--- config.mk ---
export PLATFORM = sky130hd
export DESIGN_NAME = signed_int_to_decimal_ascii_unit_flat
export DESIGN_NICKNAME = d
export VERILOG_FILES = /design/src/rtl/core/sitda_pkg.sv /design/src/rtl/core/sitda_if.sv /design/src/rtl/core/signed_int_to_decimal_ascii_unit.sv /design/src/flat_wrapper.sv
export SDC_FILE = /design/constraint.sdc
export NUM_CORES = 1
export LEC_CHECK = 0
export BUFFER_PORTS_ARGS = -buffer_cell sky130_fd_sc_hd__buf_2
export CORE_ASPECT_RATIO = 1.2
export CORE_UTILIZATION = 50
export CTS_CLUSTER_SIZE = 14
export DETAILED_ROUTE_END_ITERATION = 16
export GPL_TIMING_DRIVEN = 0
export PLACE_DENSITY = 0.69
export SLEW_MARGIN = 30
export SYNTH_ARGS = -nofsm -noshare
export SYNTH_HDL_FRONTEND = slang
export SYNTH_SLANG_ARGS = --single-unit
--- constraint.sdc ---
create_clock -name clk -period 3.4 [get_ports clk]
set_input_delay 0.51 -clock clk [delete_from_list [all_inputs] [get_ports clk]]
set_output_delay 0.51 -clock clk [all_outputs]
set_load 0.005 [all_outputs]
--- src/rtl/core/sitda_pkg.sv ---
// Shared widths, ASCII codes and state encoding for the decimal text unit.
package sitda_pkg;

  localparam int VALUE_W    = 32;
  localparam int CHAR_W     = 8;
  localparam int BCD_DIGITS = 10;
  localparam int BCD_W      = 4 * BCD_DIGITS;
  localparam int BIT_CNT_W  = $clog2(VALUE_W);
  localparam int DIG_CNT_W  = $clog2(BCD_DIGITS + 1);

  localparam logic [CHAR_W-1:0] CHAR_ZERO  = 8'd48;
  localparam logic [CHAR_W-1:0] CHAR_MINUS = 8'd45;
  localparam logic [CHAR_W-1:0] CHAR_NINE  = 8'd57;

  typedef enum logic [2:0] {
    ST_IDLE = 3'b001,
    ST_CONV = 3'b010,
    ST_EMIT = 3'b100
  } state_t;

  // Double-dabble correction of one BCD digit before the shift
  function automatic logic [3:0] add3(input logic [3:0] d);
    if (d >= 4'd5) begin
      return d + 4'd3;
    end else begin
      return d;
    end
  endfunction

endpackage

--- src/rtl/core/sitda_if.sv ---
// Valid/ready channel interfaces for the integer input and the character output.
interface sitda_in_if import sitda_pkg::*; ();
  logic                      valid;
  logic                      ready;
  logic signed [VALUE_W-1:0] value;

  modport source (output valid, output value, input ready);
  modport sink   (input valid, input value, output ready);
endinterface

interface sitda_out_if import sitda_pkg::*; ();
  logic              valid;
  logic              ready;
  logic [CHAR_W-1:0] character;
  logic              last_char;

  modport source (output valid, output character, output last_char, input ready);
  modport sink   (input valid, input character, input last_char, output ready);
endinterface

--- src/rtl/core/signed_int_to_decimal_ascii_unit.sv ---
// Top level: signed 32-bit integer to decimal ASCII text, one character per request.
//
// Each accepted integer is rendered as its decimal text: a '-' for a negative value,
// then the digits most significant first without leading zeros, the final character
// flagged by last_char. The magnitude is converted by a bit-serial double-dabble loop,
// one input bit per cycle into a 10-digit BCD shift register; the BCD register is then
// shifted out one digit per cycle while the output slot is free (leading zeros are
// dropped without a request). The '-' goes out during conversion if the output slot
// is free, else ahead of the first digit. A new integer is taken once the previous
// one's last digit sits in the output register.
module signed_int_to_decimal_ascii_unit import sitda_pkg::*; (
  input  logic        clk,
  input  logic        rst_n,
  sitda_in_if.sink    in_chan,
  sitda_out_if.source out_chan
);

  state_t                 state_r, state_nxt;
  logic [VALUE_W-1:0]     mag_r, mag_nxt;
  logic [BCD_W-1:0]       bcd_r, bcd_nxt;
  logic [BCD_W-1:0]       bcd_adj;
  logic [BIT_CNT_W-1:0]   bit_cnt_r, bit_cnt_nxt;
  logic [DIG_CNT_W-1:0]   dig_cnt_r, dig_cnt_nxt;
  logic                   pend_minus_r, pend_minus_nxt;
  logic                   seen_r, seen_nxt;
  logic                   out_valid_r, out_valid_nxt;
  logic [CHAR_W-1:0]      out_char_r, out_char_nxt;
  logic                   out_last_r, out_last_nxt;
  logic                   in_fire;
  logic                   slot_free;
  logic [3:0]             top_dig;

  assign in_chan.ready      = (state_r == ST_IDLE);
  assign in_fire            = in_chan.valid && in_chan.ready;
  assign slot_free          = !out_valid_r || out_chan.ready;
  assign top_dig            = bcd_r[BCD_W-1 -: 4];
  assign out_chan.valid     = out_valid_r;
  assign out_chan.character = out_char_r;
  assign out_chan.last_char = out_last_r;

  // Per-digit add-3 correction, digits are independent
  always_comb begin
    for (int i = 0; i < BCD_DIGITS; i++) begin
      bcd_adj[4*i +: 4] = add3(bcd_r[4*i +: 4]);
    end
  end

  // Sequencer, conversion loop and output register
  always_comb begin
    state_nxt      = state_r;
    mag_nxt        = mag_r;
    bcd_nxt        = bcd_r;
    bit_cnt_nxt    = bit_cnt_r;
    dig_cnt_nxt    = dig_cnt_r;
    pend_minus_nxt = pend_minus_r;
    seen_nxt       = seen_r;
    out_valid_nxt  = out_valid_r && !out_chan.ready;
    out_char_nxt   = out_char_r;
    out_last_nxt   = out_last_r;

    case (state_r)
      ST_IDLE: begin
        if (in_fire) begin
          pend_minus_nxt = in_chan.value[VALUE_W-1];
          mag_nxt        = in_chan.value[VALUE_W-1] ? (~in_chan.value + 1'b1)
                                                    : in_chan.value;
          bcd_nxt        = '0;
          bit_cnt_nxt    = '0;
          seen_nxt       = 1'b0;
          state_nxt      = ST_CONV;
        end
      end
      ST_CONV: begin
        // one magnitude bit per cycle into the BCD register
        bcd_nxt     = {bcd_adj[BCD_W-2:0], mag_r[VALUE_W-1]};
        mag_nxt     = {mag_r[VALUE_W-2:0], 1'b0};
        bit_cnt_nxt = bit_cnt_r + 1'b1;
        if (bit_cnt_r == BIT_CNT_W'(VALUE_W - 1)) begin
          dig_cnt_nxt = DIG_CNT_W'(BCD_DIGITS);
          state_nxt   = ST_EMIT;
        end
        if (pend_minus_r && slot_free) begin
          out_valid_nxt  = 1'b1;
          out_char_nxt   = CHAR_MINUS;
          out_last_nxt   = 1'b0;
          pend_minus_nxt = 1'b0;
        end
      end
      ST_EMIT: begin
        if (slot_free) begin
          if (pend_minus_r) begin
            out_valid_nxt  = 1'b1;
            out_char_nxt   = CHAR_MINUS;
            out_last_nxt   = 1'b0;
            pend_minus_nxt = 1'b0;
          end else begin
            // leading zeros are dropped, the units digit always goes out
            if (seen_r || (top_dig != 4'd0) || (dig_cnt_r == DIG_CNT_W'(1))) begin
              out_valid_nxt = 1'b1;
              out_char_nxt  = CHAR_ZERO + CHAR_W'(top_dig);
              out_last_nxt  = (dig_cnt_r == DIG_CNT_W'(1));
              seen_nxt      = 1'b1;
            end
            bcd_nxt     = {bcd_r[BCD_W-5:0], 4'd0};
            dig_cnt_nxt = dig_cnt_r - 1'b1;
            if (dig_cnt_r == DIG_CNT_W'(1)) begin
              state_nxt = ST_IDLE;
            end
          end
        end
      end
      default: begin
        state_nxt = ST_IDLE;
      end
    endcase
  end

  always_ff @(posedge clk) begin
    if (!rst_n) begin
      state_r      <= ST_IDLE;
      pend_minus_r <= 1'b0;
      out_valid_r  <= 1'b0;
    end else begin
      state_r      <= state_nxt;
      pend_minus_r <= pend_minus_nxt;
      out_valid_r  <= out_valid_nxt;
    end
    mag_r      <= mag_nxt;
    bcd_r      <= bcd_nxt;
    bit_cnt_r  <= bit_cnt_nxt;
    dig_cnt_r  <= dig_cnt_nxt;
    seen_r     <= seen_nxt;
    out_char_r <= out_char_nxt;
    out_last_r <= out_last_nxt;
  end

  // A pending minus never outlives its number
  a_minus_cleared: assert property (@(posedge clk) disable iff (!rst_n)
    (state_r == ST_IDLE) |-> !pend_minus_r)
    else $error("minus sign still pending in idle");

  // Converted digits are valid BCD while shifting out
  a_bcd_digit: assert property (@(posedge clk) disable iff (!rst_n)
    (state_r == ST_EMIT) |-> (top_dig <= 4'd9))
    else $error("BCD digit out of range");

  // Only '-' or a decimal digit is ever presented
  a_char_code: assert property (@(posedge clk) disable iff (!rst_n)
    out_valid_r |-> (out_char_r == CHAR_MINUS ||
                     (out_char_r >= CHAR_ZERO && out_char_r <= CHAR_NINE)))
    else $error("output character is not a digit or minus");

  // An accepted integer starts conversion from bit zero
  a_accept_conv: assert property (@(posedge clk) disable iff (!rst_n)
    in_fire |=> (state_r == ST_CONV) && (bit_cnt_r == '0))
    else $error("conversion did not start after accept");

  // A minus is never flagged as the last character
  a_minus_not_last: assert property (@(posedge clk) disable iff (!rst_n)
    (out_valid_r && out_char_r == CHAR_MINUS) |-> !out_last_r)
    else $error("minus sign marked last");

endmodule
--- src/flat_wrapper.sv ---
// flat-port wrapper written by rule: the top's interface ports become plain ports
module signed_int_to_decimal_ascii_unit_flat import sitda_pkg::*;
  (clk, rst_n, in_chan_valid, in_chan_value, in_chan_ready, out_chan_valid, out_chan_character, out_chan_last_char, out_chan_ready);
  sitda_in_if in_chan_i ();
  sitda_out_if out_chan_i ();
  input  logic clk;
  input  logic rst_n;
  input wire logic [$bits(in_chan_i.valid)-1:0] in_chan_valid;
  input wire logic [$bits(in_chan_i.value)-1:0] in_chan_value;
  output wire logic [$bits(in_chan_i.ready)-1:0] in_chan_ready;
  output wire logic [$bits(out_chan_i.valid)-1:0] out_chan_valid;
  output wire logic [$bits(out_chan_i.character)-1:0] out_chan_character;
  output wire logic [$bits(out_chan_i.last_char)-1:0] out_chan_last_char;
  input wire logic [$bits(out_chan_i.ready)-1:0] out_chan_ready;
  assign in_chan_i.valid = in_chan_valid;
  assign in_chan_i.value = in_chan_value;
  assign in_chan_ready = in_chan_i.ready;
  assign out_chan_valid = out_chan_i.valid;
  assign out_chan_character = out_chan_i.character;
  assign out_chan_last_char = out_chan_i.last_char;
  assign out_chan_i.ready = out_chan_ready;
  signed_int_to_decimal_ascii_unit u_core (.clk(clk), .rst_n(rst_n), .in_chan(in_chan_i), .out_chan(out_chan_i));
endmodule
==> flow_summary.toml, run 1 <==
[outcome]
outcome = "finished, final reports clean"

[placed_design]
io_buffers = 43
place_ws_ps = 801
dp.final_hpwl_mm = 8.58
gp_congestion = 0.818
placed_cells = 700

[synth]
ys_ff_latch = 93
synth_top_area_share_pct = 48.3
yosysUniqueCellTypes = 50
synth_xor_area_share_pct = 7.68
synth-warning-count = 0
synthCells = 526
synth_seq_area_share_pct = 50.1
synth_area_sq_mm = 0.00547
synthMuxAreaShare_pct = 0.571
synth-simple-area-share_pct = 14.9
ys.flop_type = "edfxtp_1"
ys_top_cells_by_count = "88 x edfxtp_1, 56 x nand2_1, 54 x o21ai_0"
synth_compound_area_share_pct = 16.8
yosys.cell_count.top_type = "edfxtp_1"
synth_top_family_by_area = "compound AO/OA/AOI/OAI gates"
syn_avg_cell_area_sq_um = 10.4
synth_edf_count = 88
synthAdderAreaFrac_pct = 5.94
yosysTopAreaCell = "edfxtp_1"
synth_area_leaders = "edfxtp_1 48%, ha_1 5.9%, xor2_1 5.4%"
async_flop_share_pct = 0

[detailed_routing]
wl_per_cell_um = 16.8
drt-total-wl_mm = 12.0
viasPerCell = 5.79
drt_pass1_iterations = 4
drtIter0Drc = 212
num_vias = 4146
route.detailed.drc = 0
ant_nets = 0

[power]
power_density_mw_per_mm2 = 477
p_leak_nw = 2.32
p_clk_share_pct = 40.7
p_int_mw = 2.29
ir_drop_mv = 0.233
pwr-share-comb_pct = 12.0
swShare_pct = 23.2
power_switching_mw = 0.691
p_seq_share_pct = 47.3

[global_route]
track_usage_pct = 22.0
grt-ovfl-total = 0
first_global_vias = 4165
antenna_found_initial = 0
grt_max_degree = 41
grt_first_pass_wirelength_mm = 19.5

[timing]
worst_pin_slew_ps = 927
fin_skew_ps = 5.30
period_share_pct = 75.4
period_needed_ps = 2560
setup_viol = 0
maxSlewHeadroom_pct = 37.8
rsz0062_at_grt = "no"
layout_setup_ws_ps = 835
max_freq_mhz = 390
fin_setup_tns_ps = 0
hold_viol = 0
final_max_slew_viol_count = 0
holdWs_ps = 390

[clock_tree]
cts_root_buf = "clkbuf_16"
cts.path.max_buffers = 2
hold_buffers = 0
htreeDepth = 3
worstSkewPairLatency_ps = 340
numClockSinks = 93
clk_pin_slew_ps = 60
cts_tree = "done"
cts_resized = 0
cts_setup_buffers = 0
cts_buffers = 9

[worst_setup_path]
worst_setup_path_end_kind = "register"
critPathRequiredTime_ps = 3300
r2r-end = "u_core.bcd_r[19]"
crit_arrival_ps = 2470
crit_path_start_kind = "register"
critPathMaxFanout = 40
r2r_setup_slack_ps = 840
critPathKind = "reg2reg"
r2r-start = "u_core.state_r[2]"
crit_start = "u_core.state_r[2]"
worstRegToRegCells = 4

[floorplan]
die_w_um = 97.5
coreArea_sq_mm = 0.0106
die_h_um = 117
initial_core_util_pct = 51.8
io-pin-count = 47
num_rows = 41
design.die.area_sq_mm = 0.0114

[layout]
drive_above_1_share_pct = 12.6
fin_util_pct = 59.2
antennaDiodeCount = 0
syn_to_final_growth_pct = 14.3
instances_no_fill = 716
fin_nets = 644

[worst_hold_path]
hold_path.startpoint = "rst_n"
hold_depth = 2
worstHoldPathType = "in2reg"
hold_path_end = "u_core.state_r[0]"

[run]
maxCapViolCount = 0
==> layer usage <==
| metal | vias to the layer above | GRT usage, % | routed length (um) |
|---|---|---|---|
| met5 | - | 0 | 0 |
| met4 | 0 | 10.0 | 205 |
| met3 | 17 | 3.71 | 509 |
| met2 | 99 | 41.5 | 6270 |
| met1 | 2001 | 24.4 | 5010 |
| li1 | 2029 | - | - |
==> area by class of cell <==
class / count / area, sq um
buffer: 24 / 109
timing repair buffer: 44 / 243
fill: 907 / 4310
tap: 129 / 161
inverter: 27 / 101
clock inverter: 7 / 136
clock buffer: 9 / 225
sequential: 93 / 2740
multi-input combinational: 383 / 2540
==> stage by stage <==
step	cell area (sq um)	power, mW
CTS	6260	3.00
floorplan	5480	1.66
global route	6260	3.09
detailed placement	5900	1.79
global placement	5850	1.77
finish	6260	2.98
==> cells by family (layout without fill, tap and decap cells) <==
| logic type | count (synthesis) | after routing |
|---|---|---|
| AO/OA/AOI/OAI | 146 | 146 |
| XOR/XNOR | 48 | 48 |
| adder cells (fa/ha/maj) | 26 | 26 |
| buffers and inverters | 51 | 111 |
| flip-flops | 93 | 93 |
| multiplexers | 3 | 3 |
| other | 2 | 3 |
| AND/OR/NAND/NOR | 157 | 157 |
==> how the worst max path moves through the flow <==
stage	endpoint	slack, ps	cells after the start
after floorplan	u_core.bcd_r[0]	740	4
after global placement	u_core.bcd_r[16]	-280	4
after detailed placement	u_core.bcd_r[18]	800	4
final	u_core.bcd_r[19]	840	4
after global routing	u_core.bcd_r[19]	670	4
after CTS	u_core.bcd_r[17]	790	4
==> power by group through the flow <==
stage / clock [mW] / sequential, mW / combinational, mW
floorplan: 0 / 1.42 / 0.243
finish: 1.21 / 1.41 / 0.359
detailed placement: 0 / 1.43 / 0.355
global placement: 0 / 1.44 / 0.331
global route: 1.27 / 1.42 / 0.402
CTS: 1.23 / 1.41 / 0.359
==> worst max-delay path: stages, from the launching register on <==
cell      delay, ps
dfxtp_1         380
or3b_2          160
clkbuf_1        460
buf_1           500
nand3_4         610
==> flip-flops by register name (all words and copies together), names as in the netlist <==
signal and count:
u_core.dig_cnt_r 4, u_core.state_r 3, u_core.pend_minus_r 1, u_core.bit_cnt_r 5
u_core.mag_r 32, u_core.seen_r 1, u_core.bcd_r 40, u_core.out_chan.last_char 1
u_core.out_chan.valid 1, u_core.out_chan.character 5
==> cell usage in the layout (no fill, tap or decap), types with 6 or more instances in the layout <==
master and count:
a21oi_1 40, a22o_1 9, buf_2 43, clkbuf_1 16
clkbuf_16 9, edfxtp_1 88, ha_1 26, inv_1 26
nand2_1 55, nand2b_1 12, nor2_1 34, nor2b_1 6
nor3b_1 14, o21ai_0 54, o22ai_1 11, o31ai_1 9
o32ai_1 8, xnor2_1 14, xor2_1 34
(Power assumes the default switching activity.)
==> inputs of run 2 (changes only) <==
--- a/config.mk
+++ b/config.mk
@@ -11,7 +11,7 @@
 export CTS_CLUSTER_SIZE = 14
 export DETAILED_ROUTE_END_ITERATION = 16
 export GPL_TIMING_DRIVEN = 0
-export PLACE_DENSITY = 0.69
+export PLACE_DENSITY = 0.71
 export SLEW_MARGIN = 30
 export SYNTH_ARGS = -nofsm -noshare
 export SYNTH_HDL_FRONTEND = slang
==> constraint.sdc (replaced) <==
create_clock -name clk -period 2.3 [get_ports clk]
set_input_delay 0.345 -clock clk [delete_from_list [all_inputs] [get_ports clk]]
set_output_delay 0.345 -clock clk [all_outputs]
set_load 0.005 [all_outputs]
==> run 2 against run 1 <==
Against the previous run: final area fell by 0.34%; register-to-register slack worse by 690 ps; die area unchanged; global-route usage decreased by 0.15 points; via count is essentially flat; clock-buffer cell count increased by 1; worst hold slack worse by 160 ps; utilization is 0.20 points lower; first-iteration DRC count increased by 29%; combinational power is 48% higher; sequential share of layout area rose by 0.15 points; clock power rose by 31%.
==> flow_summary.toml, run 2 (synthesis gave the netlist of run 1 again) <==
[layout]
antennaDiodeCount = 0
drive_above_1_share_pct = 13.6
fin_nets = 645
top_regs = "u_core.bcd_r x40, u_core.mag_r x32"
layout_commonest_cell = "edfxtp_1"
regMostFlops = "u_core.bcd_r"
finalInstanceArea_sq_mm = 0.00624
syn_to_final_growth_pct = 13.9
largest_reg_flops = 40
mostFrequentLayoutCells = "88 x edfxtp_1, 55 x nand2_1, 54 x o21ai_0, 44 x buf_2, 39 x a21oi_1"
instances_no_fill = 717

[timing]
setup_viol = 0
period_needed_ps = 2150
final_max_slew_viol_count = 0
maxSlewHeadroom_pct = 50.2
period_share_pct = 93.6
rsz0062_at_grt = "no"
worst_pin_slew_ps = 747
fin_skew_ps = 6.12
hold_viol = 0
holdWs_ps = 232
max_freq_mhz = 464

[clock_tree]
cts.path.max_buffers = 2
cts_root_buf = "clkbuf_16"
clk_pin_slew_ps = 70
htreeDepth = 3
hold_buffers = 0
cts_buffers = 9
worstSkewPairLatency_ps = 340
cts_tree = "done"
numClockSinks = 93

[outcome]
outcome = "finished, final reports clean"

[worst_hold_path]
hold_path_end = "u_core.state_r[0]"
hold_depth = 2
hold_path.startpoint = "rst_n"
worstHoldPathType = "in2reg"

[worst_setup_path]
critPathRequiredTime_ps = 2320
crit_path_frequent_cell = "clkbuf_1"
r2r-start = "u_core.state_r[1]"
r2r_setup_slack_ps = 150
critPathMaxFanout = 10
max_stage_delay_ps = 480
worst_path_max_delay_cell = "or3b_2"
critPathKind = "reg2reg"
crit_path_start_kind = "register"
r2r-end = "u_core.dig_cnt_r[1]"
crit_arrival_ps = 2180
worstRegToRegCells = 4
worst_setup_path_end_kind = "register"
path_cells = "or3b_2, clkbuf_1, clkbuf_1, a21oi_2"

[floorplan]
die_h_um = 117
coreArea_sq_mm = 0.0106
design.die.area_sq_mm = 0.0114
initial_core_util_pct = 51.8
io-pin-count = 47
num_rows = 41
die_w_um = 97.5

[placed_design]
io_buffers = 43
gp_congestion = 0.844
placed_cells = 700
dpl_cell_area_sq_mm = 0.00589
dp.final_hpwl_mm = 8.42

[detailed_routing]
viasPerCell = 5.78
num_vias = 4144
ant_nets = 0
drtIter0Drc = 274
wl_per_cell_um = 16.5
route.detailed.drc = 0
drt-total-wl_mm = 11.8
drt_pass1_iterations = 4

[global_route]
grt_max_degree = 29
busiest_layer = "met2"
met1_usage_pct = 25.6
antenna_found_initial = 0
use_met3_pct = 4.07
grt_util_met2_pct = 40.0
first_global_vias = 4180
track_usage_pct = 21.9
grt_first_pass_wirelength_mm = 19.5
grt-ovfl-total = 0

[run]
maxCapViolCount = 0

[power]
power_density_mw_per_mm2 = 672
ir_drop_mv = 0.320
p_leak_nw = 2.31
## run 2: cell type report
class | count | area [sq um]
flip-flops and latches | 93 | 2740
plain buffers | 24 | 110
fillers | 902 | 4330
clock buffers | 10 | 229
well taps | 129 | 161
repair buffers | 44 | 235
inverters | 27 | 101
clock inverters | 6 | 86.3
multi-input cells | 384 | 2570
## run 2: per-layer routing
| layer | share of wire, % | vias up |
|---|---|---|
| met2 | 51 | 100 |
| li1 | - | 2030 |
| met5 | 0 | - |
| met3 | 4.5 | 20 |
| met1 | 42 | 1994 |
| met4 | 2.0 | 0 |
## run 2: how the worst max path moves through the flow
stage / startpoint / to / slack, ps
2_1_floorplan: u_core.state_r[0] / u_core.bit_cnt_r[0] / 80
3_3_place_gp: u_core.state_r[1] / u_core.bcd_r[13] / -660
3_5_place_dp: u_core.state_r[1] / u_core.bcd_r[21] / -260
4_1_cts: u_core.state_r[1] / u_core.dig_cnt_r[1] / 6
5_1_grt: u_core.state_r[1] / u_core.dig_cnt_r[3] / 50
6_report: u_core.state_r[1] / u_core.dig_cnt_r[1] / 150
## run 2: what timing repair did
item                                    in CTS  in global routing
gates cloned                                 1                  0
gates resized for setup                      2                  3
endpoints found under the setup margin      46                 30
pin swaps                                    1                  0
setup buffers                                0                  0
## run 2: critical path: cells and delay by family (launching register included)
| family | cells | cell delay, ps |
|---|---|---|
| flops | 1 | 360 |
| buf+inv | 2 | 640 |
| compound gates | 1 | 360 |
| simple gates | 1 | 480 |
## run 2: power breakdown
part,switching (mW),internal [mW]
sequential,0.0763,2.01
clock,0.623,0.952
combinational,0.321,0.210
## run 2: through the flow
stage / TNS, ps / power [mW] / util, % / worst slack (ps)
after floorplan: 0 / 2.46 / - / 81.3
after global placement: -39730 / 2.61 / 55.4 / -661
after detailed placement: -11340 / 2.64 / 55.7 / -263
after CTS: 0 / 4.21 / 58.9 / 6.24
after global routing: 0 / 4.36 / 59.0 / 53.4
final: 0 / 4.19 / 59.0 / 146
==> inputs of run 3 (changes only) <==
--- a/config.mk
+++ b/config.mk
@@ -6,7 +6,7 @@
 export NUM_CORES = 1
 export LEC_CHECK = 0
 export BUFFER_PORTS_ARGS = -buffer_cell sky130_fd_sc_hd__buf_2
-export CORE_ASPECT_RATIO = 1.2
+export CORE_ASPECT_RATIO = 1.75
 export CORE_UTILIZATION = 50
 export CTS_CLUSTER_SIZE = 14
 export DETAILED_ROUTE_END_ITERATION = 16
==> run 3 against run 2 <==
Against the previous run: critical path depth did not move; register-to-register slack improved by 40 ps; global-route usage rose by 0.72 points; cell count rose by 0.14%; power rose by 0.39%; combinational power barely moved; worst hold slack got worse by 17 ps; sequential cell count did not move; first-iteration DRC count rose by 22%.
==> flow_summary.toml, run 3 (synthesis gave the netlist of run 1 again) <==
[outcome]
outcome = "finished, final reports clean"

[floorplan]
design.die.area_sq_mm = 0.0114
coreArea_sq_mm = 0.0107
die_w_um = 81.1
io-pin-count = 47
die_h_um = 140
num_rows = 50
initial_core_util_pct = 51.2

[global_route]
first_global_vias = 4139
grt_first_pass_wirelength_mm = 19.3
use_met3_pct = 4.23
grt-ovfl-total = 0
busiest_layer = "met2"
track_usage_pct = 22.6
antenna_found_initial = 0
met1_usage_pct = 23.4
grt_max_degree = 28
grt_util_met2_pct = 41.9

[run]
maxCapViolCount = 0

[placed_design]
place_ws_ps = -325
gp_congestion = 0.844
io_buffers = 43
dp.final_hpwl_mm = 8.90
placed_cells = 701

[layout]
fin_nets = 645
regMostFlops = "u_core.bcd_r"
layout_commonest_cell = "edfxtp_1"
fin_util_pct = 58.4
instances_no_fill = 718
drive_above_1_share_pct = 13.3
antennaDiodeCount = 0
largest_reg_flops = 40
mostFrequentLayoutCells = "88 x edfxtp_1, 55 x nand2_1, 54 x o21ai_0, 44 x buf_2, 39 x a21oi_1"
syn_to_final_growth_pct = 14.0
top_regs = "u_core.bcd_r x40, u_core.mag_r x32"

[clock_tree]
cts_tree = "done"
cts_setup_buffers = 0
cts.path.max_buffers = 2
numClockSinks = 93
clk_pin_slew_ps = 70
htreeDepth = 3
cts_buffers = 9
worstSkewPairLatency_ps = 340
cts_root_buf = "clkbuf_16"

[timing]
period_share_pct = 92.1
worst_pin_slew_ps = 781
period_needed_ps = 2120
hold_viol = 0
setup_viol = 0
fin_setup_tns_ps = 0
layout_setup_ws_ps = 182
rsz0062_at_grt = "no"
final_max_slew_viol_count = 0
fin_skew_ps = 8.11
maxSlewHeadroom_pct = 47.9
holdWs_ps = 214
max_freq_mhz = 472

[detailed_routing]
drt-total-wl_mm = 12.1
viasPerCell = 5.72
drtIter0Drc = 335
num_vias = 4104
ant_nets = 0
drt_pass1_iterations = 4
wl_per_cell_um = 16.8
route.detailed.drc = 0

[power]
p_int_mw = 3.17
ir_drop_mv = 0.422
power_switching_mw = 1.04
swShare_pct = 24.7
p_seq_share_pct = 49.5
p_clk_share_pct = 37.9
pwr-share-comb_pct = 12.6
power_density_mw_per_mm2 = 674
p_leak_nw = 2.30

[worst_setup_path]
path_cells = "or3b_2, clkbuf_1, clkbuf_1, a21oi_2"
critPathKind = "reg2reg"
worst_setup_path_end_kind = "register"
critPathMaxFanout = 10
r2r-end = "u_core.dig_cnt_r[0]"
worst-path-buf-inv = 2
max_stage_delay_ps = 490
crit_arrival_ps = 2150
worst_path_max_delay_cell = "or3b_2"
crit_path_start_kind = "register"
crit_path_frequent_cell = "clkbuf_1"
r2r_setup_slack_ps = 180
r2r-start = "u_core.state_r[1]"
critPathRequiredTime_ps = 2330
worstRegToRegCells = 4
path_delay_family = "buffers and inverters"

[worst_hold_path]
hold_path_end = "u_core.state_r[0]"
worstHoldPathType = "in2reg"
hold_depth = 2
hold_path.startpoint = "rst_n"
==> run 3: worst register-to-register path, stage by stage (launching register included) <==
cell	delay (ps)
dfxtp_1	360
or3b_2	490
clkbuf_1	260
clkbuf_1	350
a21oi_2	340
==> run 3: layout make-up <==
| class | instances | area [sq um] |
|---|---|---|
| Buffer | 24 | 110 |
| Inverter | 27 | 101 |
| Timing Repair Buffer | 44 | 235 |
| Clock buffer | 10 | 229 |
| Clock inverter | 6 | 87.6 |
| Fill cell | 925 | 4460 |
| Tap cell | 130 | 163 |
| Multi-Input combinational cell | 384 | 2570 |
| Sequential cell | 93 | 2740 |
==> run 3: metal layers <==
metal  share of wire (%)  up-vias
met4                 3.5        0
li1                    -     2028
met5                   0        -
met1                  39     1957
met2                  55       90
met3                 3.0       29
==> run 3: stage by stage <==
step / total power, mW / cell area [sq um]
floorplan: 2.46 / 5480
global placement: 2.61 / 5860
detailed placement: 2.64 / 5890
CTS: 4.22 / 6220
global route: 4.35 / 6240
finish: 4.21 / 6240
==> run 3: worst max path at each step <==
stage	from	endpoint	slack (ps)	cells after the start
2_1_floorplan	u_core.state_r[0]	u_core.bit_cnt_r[0]	80	3
3_3_place_gp	u_core.state_r[1]	u_core.bcd_r[21]	-660	4
3_5_place_dp	u_core.state_r[1]	u_core.bcd_r[20]	-330	4
4_1_cts	u_core.state_r[1]	u_core.bcd_r[0]	1	4
5_1_grt	u_core.state_r[1]	u_core.dig_cnt_r[0]	20	4
6_report	u_core.state_r[1]	u_core.dig_cnt_r[0]	180	4
==> run 3: power by group through the flow <==
| stage | sequential (mW) | clock [mW] | combinational, mW |
|---|---|---|---|
| 4_1_cts | 2.09 | 1.60 | 0.528 |
| 3_3_place_gp | 2.12 | 0 | 0.490 |
| 5_1_grt | 2.10 | 1.67 | 0.589 |
| 2_1_floorplan | 2.10 | 0 | 0.360 |
| 6_report | 2.09 | 1.59 | 0.530 |
| 3_5_place_dp | 2.12 | 0 | 0.520 |
==> run 3: timing repair <==
item	4_1_cts	5_1_grt
pin swaps	1	0
gates resized for setup	2	3
setup endpoints to repair	46	30
hold buffers	0	0
cloned	1	0
